[src/design/slx_pkg.sv]
// Shared types, character codes and decode helpers for the s-expression lexer.
package slx_pkg;

  localparam int QUEUE_DEPTH = 4;
  localparam int QPTR_W      = $clog2(QUEUE_DEPTH);
  localparam int MAX_RES     = 4;

  localparam logic [7:0] CH_COMMA  = 8'h2C;
  localparam logic [7:0] CH_SEMI   = 8'h3B;
  localparam logic [7:0] CH_LPAREN = 8'h28;
  localparam logic [7:0] CH_RPAREN = 8'h29;
  localparam logic [7:0] CH_APOS   = 8'h27;
  localparam logic [7:0] CH_DQUOTE = 8'h22;
  localparam logic [7:0] CH_MINUS  = 8'h2D;
  localparam logic [7:0] CH_DOT    = 8'h2E;
  localparam logic [7:0] CH_NL     = 8'h0A;

  typedef enum logic [6:0] {
    MODE_IDLE    = 7'b0000001,
    MODE_COMMENT = 7'b0000010,
    MODE_STRING  = 7'b0000100,
    MODE_NUMBER  = 7'b0001000,
    MODE_ATOM    = 7'b0010000,
    MODE_MINUS   = 7'b0100000,
    MODE_ERROR   = 7'b1000000
  } mode_t;

  typedef enum logic [2:0] {
    KIND_LPAREN = 3'd0,
    KIND_RPAREN = 3'd1,
    KIND_QUOTE  = 3'd2,
    KIND_STRING = 3'd3,
    KIND_NUMBER = 3'd4,
    KIND_ATOM   = 3'd5
  } kind_t;

  typedef enum logic [1:0] {
    ERR_NONE    = 2'd0,
    ERR_DOT     = 2'd1,
    ERR_UNTERM  = 2'd2
  } err_t;

  // One result as it leaves the block (last_result is added at the back).
  typedef struct packed {
    kind_t      token_kind;
    logic [7:0] data_byte;
    logic       has_byte;
    logic       token_start;
    logic       token_end;
    err_t       error_code;
  } res_t;

  // All results caused by one input byte.
  typedef struct packed {
    logic [2:0]         count;
    res_t [MAX_RES-1:0] res;
  } bundle_t;

  typedef struct packed {
    logic full;
    logic empty;
  } q_status_t;

  function automatic logic is_space(logic [7:0] c);
    return (c == 8'h20) || (c inside {[8'h09:8'h0D]});
  endfunction

  function automatic logic is_digit(logic [7:0] c);
    return c inside {[8'h30:8'h39]};
  endfunction

  function automatic logic is_delim(logic [7:0] c);
    return is_space(c) ||
           (c inside {CH_LPAREN, CH_RPAREN, CH_DQUOTE, CH_APOS, CH_SEMI, CH_COMMA});
  endfunction

  function automatic res_t mk_res(kind_t k, logic [7:0] b, logic has, logic st,
                                  logic en, err_t e);
    res_t r;
    r.token_kind  = k;
    r.data_byte   = has ? b : 8'h00;
    r.has_byte    = has;
    r.token_start = st;
    r.token_end   = en;
    r.error_code  = e;
    return r;
  endfunction

endpackage

[src/design/slx_ifs.sv]
// Valid/ready channel interfaces for the source bytes and the token results.
interface slx_in_if;
  logic       valid;
  logic       ready;
  logic [7:0] char_byte;
  logic       end_of_input;

  modport source (output valid, char_byte, end_of_input, input ready);
  modport sink   (input valid, char_byte, end_of_input, output ready);
endinterface

interface slx_out_if;
  logic       valid;
  logic       ready;
  logic [2:0] token_kind;
  logic [7:0] data_byte;
  logic       has_byte;
  logic       token_start;
  logic       token_end;
  logic [1:0] error_code;
  logic       last_result;

  modport source (output valid, token_kind, data_byte, has_byte, token_start, token_end,
                  error_code, last_result, input ready);
  modport sink   (input valid, token_kind, data_byte, has_byte, token_start, token_end,
                  error_code, last_result, output ready);
endinterface

[src/design/slx_front.sv]
// Front end: classify each source byte, advance the lexer mode, build its result bundle.
module slx_front (
  input  logic                clk,
  input  logic                rst_n,
  slx_in_if.sink              in_chan,
  input  slx_pkg::q_status_t  q_stat,
  output logic                push,
  output slx_pkg::bundle_t    push_bundle
);

  slx_pkg::mode_t   mode_r, mode_nxt;
  logic             dot_r, dot_nxt;
  logic             in_fire;
  logic [7:0]       c;
  logic             eoi;

  // what a byte does when lexed from idle
  slx_pkg::res_t    idle_res;
  logic             idle_emit;
  slx_pkg::mode_t   idle_mode;
  logic             idle_clr;

  slx_pkg::bundle_t bnd;
  logic [2:0]       n;

  assign c       = in_chan.char_byte;
  assign eoi     = in_chan.end_of_input;
  assign in_chan.ready = !q_stat.full;
  assign in_fire = in_chan.valid && in_chan.ready;

  always_comb begin
    idle_emit = 1'b0;
    idle_clr  = 1'b0;
    idle_mode = slx_pkg::MODE_IDLE;
    idle_res  = slx_pkg::mk_res(slx_pkg::KIND_ATOM, c, 1'b1, 1'b1, 1'b0, slx_pkg::ERR_NONE);
    if (slx_pkg::is_space(c) || c == slx_pkg::CH_COMMA) begin
      idle_mode = slx_pkg::MODE_IDLE;
    end else if (c == slx_pkg::CH_SEMI) begin
      idle_mode = slx_pkg::MODE_COMMENT;
    end else if (c == slx_pkg::CH_LPAREN) begin
      idle_emit = 1'b1;
      idle_res  = slx_pkg::mk_res(slx_pkg::KIND_LPAREN, c, 1'b1, 1'b1, 1'b1,
                                  slx_pkg::ERR_NONE);
    end else if (c == slx_pkg::CH_RPAREN) begin
      idle_emit = 1'b1;
      idle_res  = slx_pkg::mk_res(slx_pkg::KIND_RPAREN, c, 1'b1, 1'b1, 1'b1,
                                  slx_pkg::ERR_NONE);
    end else if (c == slx_pkg::CH_APOS) begin
      idle_emit = 1'b1;
      idle_res  = slx_pkg::mk_res(slx_pkg::KIND_QUOTE, c, 1'b1, 1'b1, 1'b1,
                                  slx_pkg::ERR_NONE);
    end else if (c == slx_pkg::CH_DQUOTE) begin
      idle_emit = 1'b1;
      idle_mode = slx_pkg::MODE_STRING;
      idle_res  = slx_pkg::mk_res(slx_pkg::KIND_STRING, c, 1'b0, 1'b1, 1'b0,
                                  slx_pkg::ERR_NONE);
    end else if (slx_pkg::is_digit(c)) begin
      idle_emit = 1'b1;
      idle_clr  = 1'b1;
      idle_mode = slx_pkg::MODE_NUMBER;
      idle_res  = slx_pkg::mk_res(slx_pkg::KIND_NUMBER, c, 1'b1, 1'b1, 1'b0,
                                  slx_pkg::ERR_NONE);
    end else if (c == slx_pkg::CH_MINUS) begin
      idle_mode = slx_pkg::MODE_MINUS;
    end else begin
      idle_emit = 1'b1;
      idle_mode = slx_pkg::MODE_ATOM;
    end
  end

  always_comb begin
    mode_nxt = mode_r;
    dot_nxt  = dot_r;
    n        = 3'd0;
    bnd      = '0;

    case (mode_r)
      slx_pkg::MODE_ERROR: begin
        mode_nxt = slx_pkg::MODE_ERROR;
      end
      slx_pkg::MODE_COMMENT: begin
        if (c == slx_pkg::CH_NL) mode_nxt = slx_pkg::MODE_IDLE;
      end
      slx_pkg::MODE_STRING: begin
        if (c == slx_pkg::CH_DQUOTE) begin
          bnd.res[n[1:0]] = slx_pkg::mk_res(slx_pkg::KIND_STRING, c, 1'b0, 1'b0, 1'b1,
                                            slx_pkg::ERR_NONE);
          n = n + 3'd1;
          mode_nxt = slx_pkg::MODE_IDLE;
        end else begin
          bnd.res[n[1:0]] = slx_pkg::mk_res(slx_pkg::KIND_STRING, c, 1'b1, 1'b0, 1'b0,
                                            slx_pkg::ERR_NONE);
          n = n + 3'd1;
        end
      end
      slx_pkg::MODE_NUMBER: begin
        if (slx_pkg::is_digit(c)) begin
          bnd.res[n[1:0]] = slx_pkg::mk_res(slx_pkg::KIND_NUMBER, c, 1'b1, 1'b0, 1'b0,
                                            slx_pkg::ERR_NONE);
          n = n + 3'd1;
        end else if (c == slx_pkg::CH_DOT) begin
          if (dot_r) begin
            bnd.res[n[1:0]] = slx_pkg::mk_res(slx_pkg::KIND_NUMBER, c, 1'b0, 1'b0, 1'b1,
                                              slx_pkg::ERR_DOT);
            n = n + 3'd1;
            mode_nxt = slx_pkg::MODE_ERROR;
          end else begin
            dot_nxt = 1'b1;
            bnd.res[n[1:0]] = slx_pkg::mk_res(slx_pkg::KIND_NUMBER, c, 1'b1, 1'b0, 1'b0,
                                              slx_pkg::ERR_NONE);
            n = n + 3'd1;
          end
        end else begin
          // close the number, then lex the byte again from idle
          bnd.res[n[1:0]] = slx_pkg::mk_res(slx_pkg::KIND_NUMBER, c, 1'b0, 1'b0, 1'b1,
                                            slx_pkg::ERR_NONE);
          n = n + 3'd1;
          dot_nxt = 1'b0;
          if (idle_emit) begin
            bnd.res[n[1:0]] = idle_res;
            n = n + 3'd1;
          end
          mode_nxt = idle_mode;
        end
      end
      slx_pkg::MODE_ATOM: begin
        if (slx_pkg::is_delim(c)) begin
          bnd.res[n[1:0]] = slx_pkg::mk_res(slx_pkg::KIND_ATOM, c, 1'b0, 1'b0, 1'b1,
                                            slx_pkg::ERR_NONE);
          n = n + 3'd1;
          if (idle_emit) begin
            bnd.res[n[1:0]] = idle_res;
            n = n + 3'd1;
          end
          if (idle_clr) dot_nxt = 1'b0;
          mode_nxt = idle_mode;
        end else begin
          bnd.res[n[1:0]] = slx_pkg::mk_res(slx_pkg::KIND_ATOM, c, 1'b1, 1'b0, 1'b0,
                                            slx_pkg::ERR_NONE);
          n = n + 3'd1;
        end
      end
      slx_pkg::MODE_MINUS: begin
        if (slx_pkg::is_digit(c)) begin
          bnd.res[n[1:0]] = slx_pkg::mk_res(slx_pkg::KIND_NUMBER, slx_pkg::CH_MINUS, 1'b1,
                                            1'b1, 1'b0, slx_pkg::ERR_NONE);
          n = n + 3'd1;
          bnd.res[n[1:0]] = slx_pkg::mk_res(slx_pkg::KIND_NUMBER, c, 1'b1, 1'b0, 1'b0,
                                            slx_pkg::ERR_NONE);
          n = n + 3'd1;
          dot_nxt  = 1'b0;
          mode_nxt = slx_pkg::MODE_NUMBER;
        end else begin
          // the held minus opens an atom, this byte continues or ends it
          bnd.res[n[1:0]] = slx_pkg::mk_res(slx_pkg::KIND_ATOM, slx_pkg::CH_MINUS, 1'b1,
                                            1'b1, 1'b0, slx_pkg::ERR_NONE);
          n = n + 3'd1;
          mode_nxt = slx_pkg::MODE_ATOM;
          if (slx_pkg::is_delim(c)) begin
            bnd.res[n[1:0]] = slx_pkg::mk_res(slx_pkg::KIND_ATOM, c, 1'b0, 1'b0, 1'b1,
                                              slx_pkg::ERR_NONE);
            n = n + 3'd1;
            if (idle_emit) begin
              bnd.res[n[1:0]] = idle_res;
              n = n + 3'd1;
            end
            if (idle_clr) dot_nxt = 1'b0;
            mode_nxt = idle_mode;
          end else begin
            bnd.res[n[1:0]] = slx_pkg::mk_res(slx_pkg::KIND_ATOM, c, 1'b1, 1'b0, 1'b0,
                                              slx_pkg::ERR_NONE);
            n = n + 3'd1;
          end
        end
      end
      default: begin
        if (idle_emit) begin
          bnd.res[n[1:0]] = idle_res;
          n = n + 3'd1;
        end
        if (idle_clr) dot_nxt = 1'b0;
        mode_nxt = idle_mode;
      end
    endcase

    // end of input closes whatever token is still open
    if (eoi) begin
      case (mode_nxt)
        slx_pkg::MODE_NUMBER: begin
          bnd.res[n[1:0]] = slx_pkg::mk_res(slx_pkg::KIND_NUMBER, c, 1'b0, 1'b0, 1'b1,
                                            slx_pkg::ERR_NONE);
          n = n + 3'd1;
        end
        slx_pkg::MODE_ATOM: begin
          bnd.res[n[1:0]] = slx_pkg::mk_res(slx_pkg::KIND_ATOM, c, 1'b0, 1'b0, 1'b1,
                                            slx_pkg::ERR_NONE);
          n = n + 3'd1;
        end
        slx_pkg::MODE_MINUS: begin
          bnd.res[n[1:0]] = slx_pkg::mk_res(slx_pkg::KIND_ATOM, slx_pkg::CH_MINUS, 1'b1,
                                            1'b1, 1'b0, slx_pkg::ERR_NONE);
          n = n + 3'd1;
          bnd.res[n[1:0]] = slx_pkg::mk_res(slx_pkg::KIND_ATOM, c, 1'b0, 1'b0, 1'b1,
                                            slx_pkg::ERR_NONE);
          n = n + 3'd1;
        end
        slx_pkg::MODE_STRING: begin
          bnd.res[n[1:0]] = slx_pkg::mk_res(slx_pkg::KIND_STRING, c, 1'b0, 1'b0, 1'b1,
                                            slx_pkg::ERR_UNTERM);
          n = n + 3'd1;
        end
        default: begin
        end
      endcase
      mode_nxt = slx_pkg::MODE_IDLE;
      dot_nxt  = 1'b0;
    end

    bnd.count = n;
  end

  assign push        = in_fire && (n != 3'd0);
  assign push_bundle = bnd;

  always_ff @(posedge clk) begin
    if (!rst_n) begin
      mode_r <= slx_pkg::MODE_IDLE;
      dot_r  <= 1'b0;
    end else if (in_fire) begin
      mode_r <= mode_nxt;
      dot_r  <= dot_nxt;
    end
  end

endmodule

[src/design/slx_queue.sv]
// Short bundle queue between the front end and the result sequencer.
module slx_queue (
  input  logic                clk,
  input  logic                rst_n,
  input  logic                push,
  input  slx_pkg::bundle_t    push_bundle,
  input  logic                pop,
  output slx_pkg::bundle_t    head_bundle,
  output slx_pkg::q_status_t  q_stat
);

  slx_pkg::bundle_t               mem_r [slx_pkg::QUEUE_DEPTH];
  logic [slx_pkg::QPTR_W-1:0]     wr_ptr_r, wr_ptr_nxt;
  logic [slx_pkg::QPTR_W-1:0]     rd_ptr_r, rd_ptr_nxt;
  logic [slx_pkg::QPTR_W:0]       count_r, count_nxt;

  assign q_stat.full  = (count_r == (slx_pkg::QPTR_W+1)'(slx_pkg::QUEUE_DEPTH));
  assign q_stat.empty = (count_r == '0);
  assign head_bundle  = mem_r[rd_ptr_r];

  always_comb begin
    wr_ptr_nxt = push ? wr_ptr_r + 1'b1 : wr_ptr_r;
    rd_ptr_nxt = pop  ? rd_ptr_r + 1'b1 : rd_ptr_r;
    count_nxt  = count_r + (slx_pkg::QPTR_W+1)'(push) - (slx_pkg::QPTR_W+1)'(pop);
  end

  always_ff @(posedge clk) begin
    if (push) mem_r[wr_ptr_r] <= push_bundle;
  end

  always_ff @(posedge clk) begin
    if (!rst_n) begin
      wr_ptr_r <= '0;
      rd_ptr_r <= '0;
      count_r  <= '0;
    end else begin
      wr_ptr_r <= wr_ptr_nxt;
      rd_ptr_r <= rd_ptr_nxt;
      count_r  <= count_nxt;
    end
  end

endmodule

[src/design/slx_back.sv]
// Back end: head bundle to output register, one result per cycle if not stalled.
module slx_back (
  input  logic                clk,
  input  logic                rst_n,
  input  slx_pkg::bundle_t    head_bundle,
  input  slx_pkg::q_status_t  q_stat,
  output logic                pop,
  slx_out_if.source           out_chan
);

  logic [1:0]     idx_r, idx_nxt;
  logic           out_valid_r, out_valid_nxt;
  slx_pkg::res_t  out_res_r;
  logic           out_last_r;
  logic           load;
  logic           is_last;

  assign load    = !q_stat.empty && (!out_valid_r || out_chan.ready);
  assign is_last = ({1'b0, idx_r} == head_bundle.count - 3'd1);
  assign pop     = load && is_last;

  always_comb begin
    idx_nxt       = idx_r;
    out_valid_nxt = out_valid_r && !out_chan.ready;
    if (load) begin
      out_valid_nxt = 1'b1;
      idx_nxt       = is_last ? 2'd0 : idx_r + 2'd1;
    end
  end

  always_ff @(posedge clk) begin
    if (!rst_n) begin
      idx_r       <= 2'd0;
      out_valid_r <= 1'b0;
    end else begin
      idx_r       <= idx_nxt;
      out_valid_r <= out_valid_nxt;
    end
  end

  always_ff @(posedge clk) begin
    if (load) begin
      out_res_r  <= head_bundle.res[idx_r];
      out_last_r <= is_last;
    end
  end

  assign out_chan.valid       = out_valid_r;
  assign out_chan.token_kind  = out_res_r.token_kind;
  assign out_chan.data_byte   = out_res_r.data_byte;
  assign out_chan.has_byte    = out_res_r.has_byte;
  assign out_chan.token_start = out_res_r.token_start;
  assign out_chan.token_end   = out_res_r.token_end;
  assign out_chan.error_code  = out_res_r.error_code;
  assign out_chan.last_result = out_last_r;

endmodule

[src/design/s_expression_lexer_unit.sv]
// Path: request bundle into the queue, first result into the output register (two stages).
// Throughput: one source byte per cycle while no byte yields more than one result and the
//   receiver does not stall; the single output register passes a byte's results one by one.
// A four-entry bundle queue absorbs such bursts so the front keeps taking bytes meanwhile.
// Reset (rst_n low, synchronous): lexer idle, dot flag clear, queue empty, no output valid.
module s_expression_lexer_unit (
  input  logic       clk,
  input  logic       rst_n,
  slx_in_if.sink     in_chan,
  slx_out_if.source  out_chan
);

  // Front end: decode the byte class and step the lexer mode in the same cycle the
  // request is taken; every result the byte causes is packed into one bundle.
  logic               q_push;
  slx_pkg::bundle_t   push_bundle;
  slx_pkg::bundle_t   head_bundle;
  slx_pkg::q_status_t q_stat;
  logic               q_pop;

  slx_front u_front (
    .clk         (clk),
    .rst_n       (rst_n),
    .in_chan     (in_chan),
    .q_stat      (q_stat),
    .push        (q_push),
    .push_bundle (push_bundle)
  );

  // Queue: hold bundles so the front stalls only when all entries are taken.
  slx_queue u_queue (
    .clk         (clk),
    .rst_n       (rst_n),
    .push        (q_push),
    .push_bundle (push_bundle),
    .pop         (q_pop),
    .head_bundle (head_bundle),
    .q_stat      (q_stat)
  );

  // Back end: advance through the head bundle, drop it after its last result.
  slx_back u_back (
    .clk         (clk),
    .rst_n       (rst_n),
    .head_bundle (head_bundle),
    .q_stat      (q_stat),
    .pop         (q_pop),
    .out_chan    (out_chan)
  );

  // A bundle is never written into a full queue.
  a_no_push_full: assert property (@(posedge clk) disable iff (!rst_n)
    q_push |-> !q_stat.full)
    else $error("bundle pushed into full queue");

  // Every pushed bundle carries between one and four results.
  a_bundle_count: assert property (@(posedge clk) disable iff (!rst_n)
    q_push |-> (push_bundle.count != 3'd0) && (push_bundle.count <= 3'd4))
    else $error("bundle result count out of range");

  // Nothing can appear at the output without a queued bundle behind it.
  a_no_phantom: assert property (@(posedge clk) disable iff (!rst_n)
    (q_stat.empty && !out_chan.valid) |=> !out_chan.valid)
    else $error("result emitted from empty queue");

  // Error results only close a token and carry no text.
  a_error_shape: assert property (@(posedge clk) disable iff (!rst_n)
    (out_chan.valid && out_chan.error_code != slx_pkg::ERR_NONE) |->
      (out_chan.token_end && !out_chan.has_byte && !out_chan.token_start))
    else $error("malformed error result");

endmodule

[src/flat_wrapper.sv]
// flat-port wrapper written by rule: the top's interface ports become plain ports
module s_expression_lexer_unit_flat 
  (clk, rst_n, in_chan_valid, in_chan_char_byte, in_chan_end_of_input, in_chan_ready, out_chan_valid, out_chan_token_kind, out_chan_data_byte, out_chan_has_byte, out_chan_token_start, out_chan_token_end, out_chan_error_code, out_chan_last_result, out_chan_ready);
  slx_in_if in_chan_i ();
  slx_out_if out_chan_i ();
  input  logic clk;
  input  logic rst_n;
  input wire logic [$bits(in_chan_i.valid)-1:0] in_chan_valid;
  input wire logic [$bits(in_chan_i.char_byte)-1:0] in_chan_char_byte;
  input wire logic [$bits(in_chan_i.end_of_input)-1:0] in_chan_end_of_input;
  output wire logic [$bits(in_chan_i.ready)-1:0] in_chan_ready;
  output wire logic [$bits(out_chan_i.valid)-1:0] out_chan_valid;
  output wire logic [$bits(out_chan_i.token_kind)-1:0] out_chan_token_kind;
  output wire logic [$bits(out_chan_i.data_byte)-1:0] out_chan_data_byte;
  output wire logic [$bits(out_chan_i.has_byte)-1:0] out_chan_has_byte;
  output wire logic [$bits(out_chan_i.token_start)-1:0] out_chan_token_start;
  output wire logic [$bits(out_chan_i.token_end)-1:0] out_chan_token_end;
  output wire logic [$bits(out_chan_i.error_code)-1:0] out_chan_error_code;
  output wire logic [$bits(out_chan_i.last_result)-1:0] out_chan_last_result;
  input wire logic [$bits(out_chan_i.ready)-1:0] out_chan_ready;
  assign in_chan_i.valid = in_chan_valid;
  assign in_chan_i.char_byte = in_chan_char_byte;
  assign in_chan_i.end_of_input = in_chan_end_of_input;
  assign in_chan_ready = in_chan_i.ready;
  assign out_chan_valid = out_chan_i.valid;
  assign out_chan_token_kind = out_chan_i.token_kind;
  assign out_chan_data_byte = out_chan_i.data_byte;
  assign out_chan_has_byte = out_chan_i.has_byte;
  assign out_chan_token_start = out_chan_i.token_start;
  assign out_chan_token_end = out_chan_i.token_end;
  assign out_chan_error_code = out_chan_i.error_code;
  assign out_chan_last_result = out_chan_i.last_result;
  assign out_chan_i.ready = out_chan_ready;
  s_expression_lexer_unit u_core (.clk(clk), .rst_n(rst_n), .in_chan(in_chan_i), .out_chan(out_chan_i));
endmodule
[config.mk]
export PLATFORM = sky130hd
export DESIGN_NAME = s_expression_lexer_unit_flat
export DESIGN_NICKNAME = d
export VERILOG_FILES = /design/src/design/slx_pkg.sv /design/src/design/slx_ifs.sv /design/src/design/slx_front.sv /design/src/design/slx_queue.sv /design/src/design/slx_back.sv /design/src/design/s_expression_lexer_unit.sv /design/src/flat_wrapper.sv
export SDC_FILE = /design/constraint.sdc
export NUM_CORES = 1
export LEC_CHECK = 0
export BUFFER_PORTS_ARGS = -buffer_cell sky130_fd_sc_hd__buf_2
export CORE_ASPECT_RATIO = 0.7
export CORE_MARGIN = 2
export CORE_UTILIZATION = 55
export CTS_CLUSTER_DIAMETER = 80
export DETAILED_ROUTE_END_ITERATION = 16
export PLACE_DENSITY = 0.84
export SKIP_LAST_GASP = 1
export SYNTH_ARGS = -nofsm -noshare
export SYNTH_HDL_FRONTEND = slang
export SYNTH_HIERARCHICAL = 1
export SYNTH_SLANG_ARGS = --single-unit
[constraint.sdc]
create_clock -name clk -period 5.2 [get_ports clk]
set_input_delay 1.04 -clock clk [delete_from_list [all_inputs] [get_ports clk]]
set_output_delay 1.04 -clock clk [all_outputs]
set_load 0.02 [all_outputs]
**Word level (Yosys, flattened, before mapping)**

Memories as Yosys holds them, arrays and structs flattened. A register that Yosys moved wholly into a read port is not among the register bits.
Cells that the tools add are included.

- Input bits: 13
- Output and inout bits: 19
- Logic and storage cells: 181
- Latch bits: 0
- ROM bits: 0
- RAM bits: 268
- Flip-flop bits (word level): 35
- Memories: 1

Memory list:

| name | words | width | rd ports | clocked after Yosys merged registers in | write ports | RTL line | RTL |
|---|---|---|---|---|---|---|---|
| u_core.u_queue.mem_r | 4 | 67 | 1 | 1 | 1 | slx_queue.sv:12 | `slx_pkg::bundle_t mem_r [slx_pkg::QUEUE_DEPTH];` |

- Equal/unequal tests: 24
- Multiply operators: 0
- Shifts and indexed selects: 0
- Magnitude comparators: 9
- Muxes and demuxes: 86
- Reduce and logical (&&, ||, !) cells: 24
- Add/sub/neg operators: 8
- Bitwise logic cells: 15
- Div/mod/pow operators: 0

Operator list:

| kind | number |
|---|---|
| case mux 64 bit (4 select lines) | 1 |
| 2-to-1 mux 16 bit | 15 |
| NOT 52 bit | 2 |
| case mux 16 bit (5 select lines) | 1 |
| == test 8 x 6 -> 1 bit (second input constant) | 9 |
| 2-to-1 mux 13 bit | 5 |
| demux 16 bit (select 2 bit) | 2 |
| 2-to-1 mux 64 bit | 1 |
| 2-to-1 mux 7 bit | 9 |
| bitwise AND 42 x 56 -> 56 bit | 1 |
| NOT 56 bit | 1 |
| bitwise AND 39 x 52 -> 52 bit | 1 |
| bitwise AND 52 bit | 1 |
| bitwise AND 36 x 48 -> 48 bit | 1 |
| 2-to-1 mux 6 bit | 8 |
| NOT 48 bit | 1 |
| case mux 16 bit (3 select lines) | 1 |
| case mux 7 bit (6 select lines) | 1 |
| bitwise AND 24 x 32 -> 32 bit | 1 |
| binary-select mux 16 bit (select 2 bit) | 1 |
| 2-to-1 mux 32 bit | 1 |
| NOT 32 bit | 1 |
| bitwise OR 24 x 32 -> 32 bit | 1 |
| 2-to-1 mux 1 bit | 27 |
| other kinds (41) | 73 |

**Logic depth before layout (Yosys ltp)**

- Word-level depth: 22
- Depth in mapped cells: 16
- Gate-level depth less buffers: 14

**By module**

The synthesis kept the hierarchy.

Modules (own cells, without submodules):

| module | area each (µm²) | cells an instance | times used |
|---|---|---|---|
| slx_queue | 10144.7 | 393 | 1 |
| slx_front | 2299.7 | 325 | 1 |
| slx_back | 1102.3 | 59 | 1 |

**Worst setup path before layout**

Ideal clock, no wire load.

- Path type: input to register
- Start point: input port in_chan_char_byte[4]
- End point: memory u_core/u_queue/mem_r[0][0] (netlist name) (enable)
- Library setup time: 0.432 ns
- Data required time: 4.768 ns
- Setup slack: -0.185 ns
- Stages on the path: 11
- Data arrival time: 4.953 ns
- Path through: buf_6 nor4b_4 nand3_1 o211a_1 a31oi_1 nand4b_1 ha_1 or3_1 o22a_1 o21a_1 and2_1

RTL lines:

| item | RTL line | RTL |
|---|---|---|
| from (decl) | flat_wrapper.sv:9 | `input wire logic [$bits(in_chan_i.char_byte)-1:0] in_chan_char_byte;` |
| to (decl) | slx_queue.sv:12 |  |

==> impl_metrics.tcl <==
set metrics [dict create \
    status "completed" \
    crit_family "simple AND/OR/NAND/NOR gates" \
    design_area_um2 14700 \
    hpwl_mm 16.8 \
    grtUsageMet2_pct 33.1 \
    irDropWorstVdd_uv 234 \
    fillers 1734 \
    first_global_vias 7167 \
    cts_resized 0 \
    setup_viol_count_final 0 \
    synth_commonest_cells "edfxtp_1, mux4_2, nand2_1" \
    rr_startpoint "u_core/u_front/mode_r[2]$_SDFFE_PN0P_" \
    busiest_layer "met2" \
    r2r_cells 10 \
    cp.buffers_inverters 1 \
    rows 48 \
    crit_path_frequent_cell "ha_1" \
    synth_seq_cells 305 \
    regToRegEndpoint "u_core/u_queue/mem_r[1][21]$_DFFE_PP_" \
    hold_path.startpoint "u_core/u_queue/rd_ptr_r[1]$_SDFFE_PN0P_" \
    tns_ps 0 \
    yosysWarnings 6 \
    ioPinCount 32 \
    rsz0062_at_grt "false" \
    place.gp.congestion 0.919 \
    max_stage_delay_ps 510 \
    wl_per_cell_um 24.0 \
    initial_core_util_pct 55.4 \
    postPlaceCellArea_um2 13900 \
    cp-end-kind "register" \
    finalPower_mw 6.27 \
    synth_edf_count 285 \
    syn_to_final_growth_pct 8.56 \
    cts_hold_buffers 0 \
    ys.flop_type "edfxtp_1" \
    finalHoldViolCount 0 \
    core-area_um2 24400 \
    async_flop_share_pct 0 \
    ff2ff_setup_slack_ps 1060 \
    syn_inst 777 \
    fin_crit_sh_pct 84.9 \
    ys_types 88 \
    path_class "input pin to register" \
    max_cap_violations 0 \
    drtIter0Drc 733 \
    use_met1_pct 32.0 \
    yosysTopAreaCell "edfxtp_1" \
    routed_wl_mm 27.6 \
    drc 0 \
    numCtsBuffers 29 \
    leakage_nw 4.81 \
    crit_chain "buf_2, nor3_1, nand3_2, o311a_2, nor3_4, nand4b_1, ha_1, or3_1, o22a_1, o21a_1, ha_1, fa_1, xor3_1, nor2_1" \
    die_area_um2 25900 \
    cts_setup_buffers 0 \
    synth_area_leaders "edfxtp_1, mux4_2, dfxtp_1" \
    slew_violations 0 \
    portBuffers 31 \
    p_per_area_nw_per_um2 426 \
    relSlewSlack_pct 17.0 \
    grt_util_met3_pct 6.63 \
    grt_max_degree 68 \
    path_clk_slew_ps 60 \
    critPathArrivalTime_ps 4840 \
    min_delay_path_depth 2 \
    nets 833 \
    cp_slowest_cell "o311a_2" \
    dr.pass1.iters 5 \
    place_ws_ps 270 \
    fmax_mhz 227 \
    fin_ws_ps 788 \
    finalClockSkew_ps 10.3 \
    hp-class "register to register" \
    grt-ovfl-total 0 \
    root_buffer "clkbuf_16" \
    htreeDepth 1 \
    hold_slack_ps 524 \
    antenna_left 0 \
    gr-usage-all-layers_pct 22.1 \
    tightest_slew_ps 1240 \
    die_w_um 192 \
    cp.depth 14 \
    antenna_found_initial 1 \
    synth_top_area_share_pct 63.2 \
    vias 7228 \
    crit_fanout 17 \
    timing.final.crit_period_ps 4410 \
    clkLatencyLatePin_ps 540 \
    synthesis.area_um2 13500 \
    yosysSeqAreaShare_pct 66.1 \
    viasPerCell 6.29 \
    cp_data_required_time_ps 5630 \
    syn_area_per_cell_um2 17.4 \
    drive_gt1_share_pct 25.6 \
    cts_sinks 305 \
    clk_path_buf_depth 3 \
    cts_tree "built" \
    grt_pass1_wl_mm 42.5 \
    synth_most_common_cell "edfxtp_1" \
    critPathLaunchType "input pin" \
    dieHeight_um 135 \
]
[report_power, final]
part           switching, mW  leakage, nW  internal [mW]  total [mW]
combinational          0.666         1.62          0.554        1.22
clock                  0.843        0.412           1.06        1.90
sequential             0.121         2.78           3.02        3.15
[logic make-up after synthesis]
family	Yosys count	synth area share (%)
muxes	84	13.9
xor gates and xnor gates	10	0.757
and+or+nand+nor	168	7.43
DFF	305	66.1
other	1	0.0277
AOI/OAI and AO/OA	122	7.02
buffers and inverters	74	3.51
adders and majority gates	13	1.26
[tightest hold or removal path, cell delays in order, from the launching register on]
cell and delay, ps:
dfxtp_1 310, nand3b_1 100, a21oi_1 70
[cell usage in the layout (no fill, tap or decap), types with 4 or more instances in the layout]
cell         n
edfxtp_1   285
mux4_2      83
nand2_1     39
nor2_1      34
buf_2       31
clkbuf_16   29
o21ai_0     23
a21oi_1     23
inv_1       18
dfxtp_1     18
and3_1      13
nand3_1     12
ha_1        12
buf_4       12
conb_1      10
a21o_1       9
clkinv_1     7
a21boi_0     7
a22oi_1      7
nand4b_1     6
nor2b_1      6
xor2_1       5
nor3_1       5
o211ai_1     5
clkinv_2     4
xnor2_1      4
a2bb2oi_1    4
and4b_1      4
and2_4       4
and2_1       4
nand4_1      4
[layer usage]
metal / up-vias / routed length [um]
li1: 3165 / -
met2: 350 / 12500
met1: 3662 / 11700
met4: 0 / 717
met5: - / 0
met3: 51 / 2630
[layout make-up]
class                           instances  area [um2]  area share (%)
Multi-Input combinational cell        407        4160            28.3
Sequential cell                       305        8960            60.9
Antenna cell                            1        2.50          0.0170
Clock buffer                           32         737            5.01
Timing Repair Buffer                   44         265            1.80
Clock inverter                         15         101           0.689
Inverter                               20        75.1           0.510
Tap cell                              325         407            2.77
[registers in the layout, indices dropped and copies added (netlist names), 2 cells and up, named ones only]
register	flops
u_core/u_back/idx_r	2
u_core/u_back/out_chan.data_byte	8
u_core/u_back/out_chan.error_code	2
u_core/u_back/out_chan.token_kind	3
u_core/u_front/mode_r	7
u_core/u_queue/count_r	3
u_core/u_queue/mem_r	268
u_core/u_queue/rd_ptr_r	2
u_core/u_queue/wr_ptr_r	2
[per-stage QoR]
step,std cells,util [%]
2_1_floorplan,786,-
3_3_place_gp,1101,56.7
3_5_place_dp,1101,56.7
4_1_cts,1148,60.2
5_1_grt,1149,60.2
6_report,1149,60.2
[worst max-delay path by stage]
stage,startpoint,to,slack (ps)
global route,in_chan_char_byte[4],u_core/u_queue/count_r[2]$_SDFF_PN0_,620
floorplan,in_chan_char_byte[4],u_core/u_queue/count_r[2]$_SDFF_PN0_,440
detailed placement,in_chan_char_byte[4],u_core/u_queue/count_r[2]$_SDFF_PN0_,270
finish,in_chan_char_byte[4],u_core/u_queue/count_r[2]$_SDFF_PN0_,790
CTS,in_chan_char_byte[4],u_core/u_queue/count_r[2]$_SDFF_PN0_,830
global placement,in_chan_char_byte[4],u_core/u_queue/count_r[2]$_SDFF_PN0_,370
No activity file was read; power rests on OpenSTA's default activity.
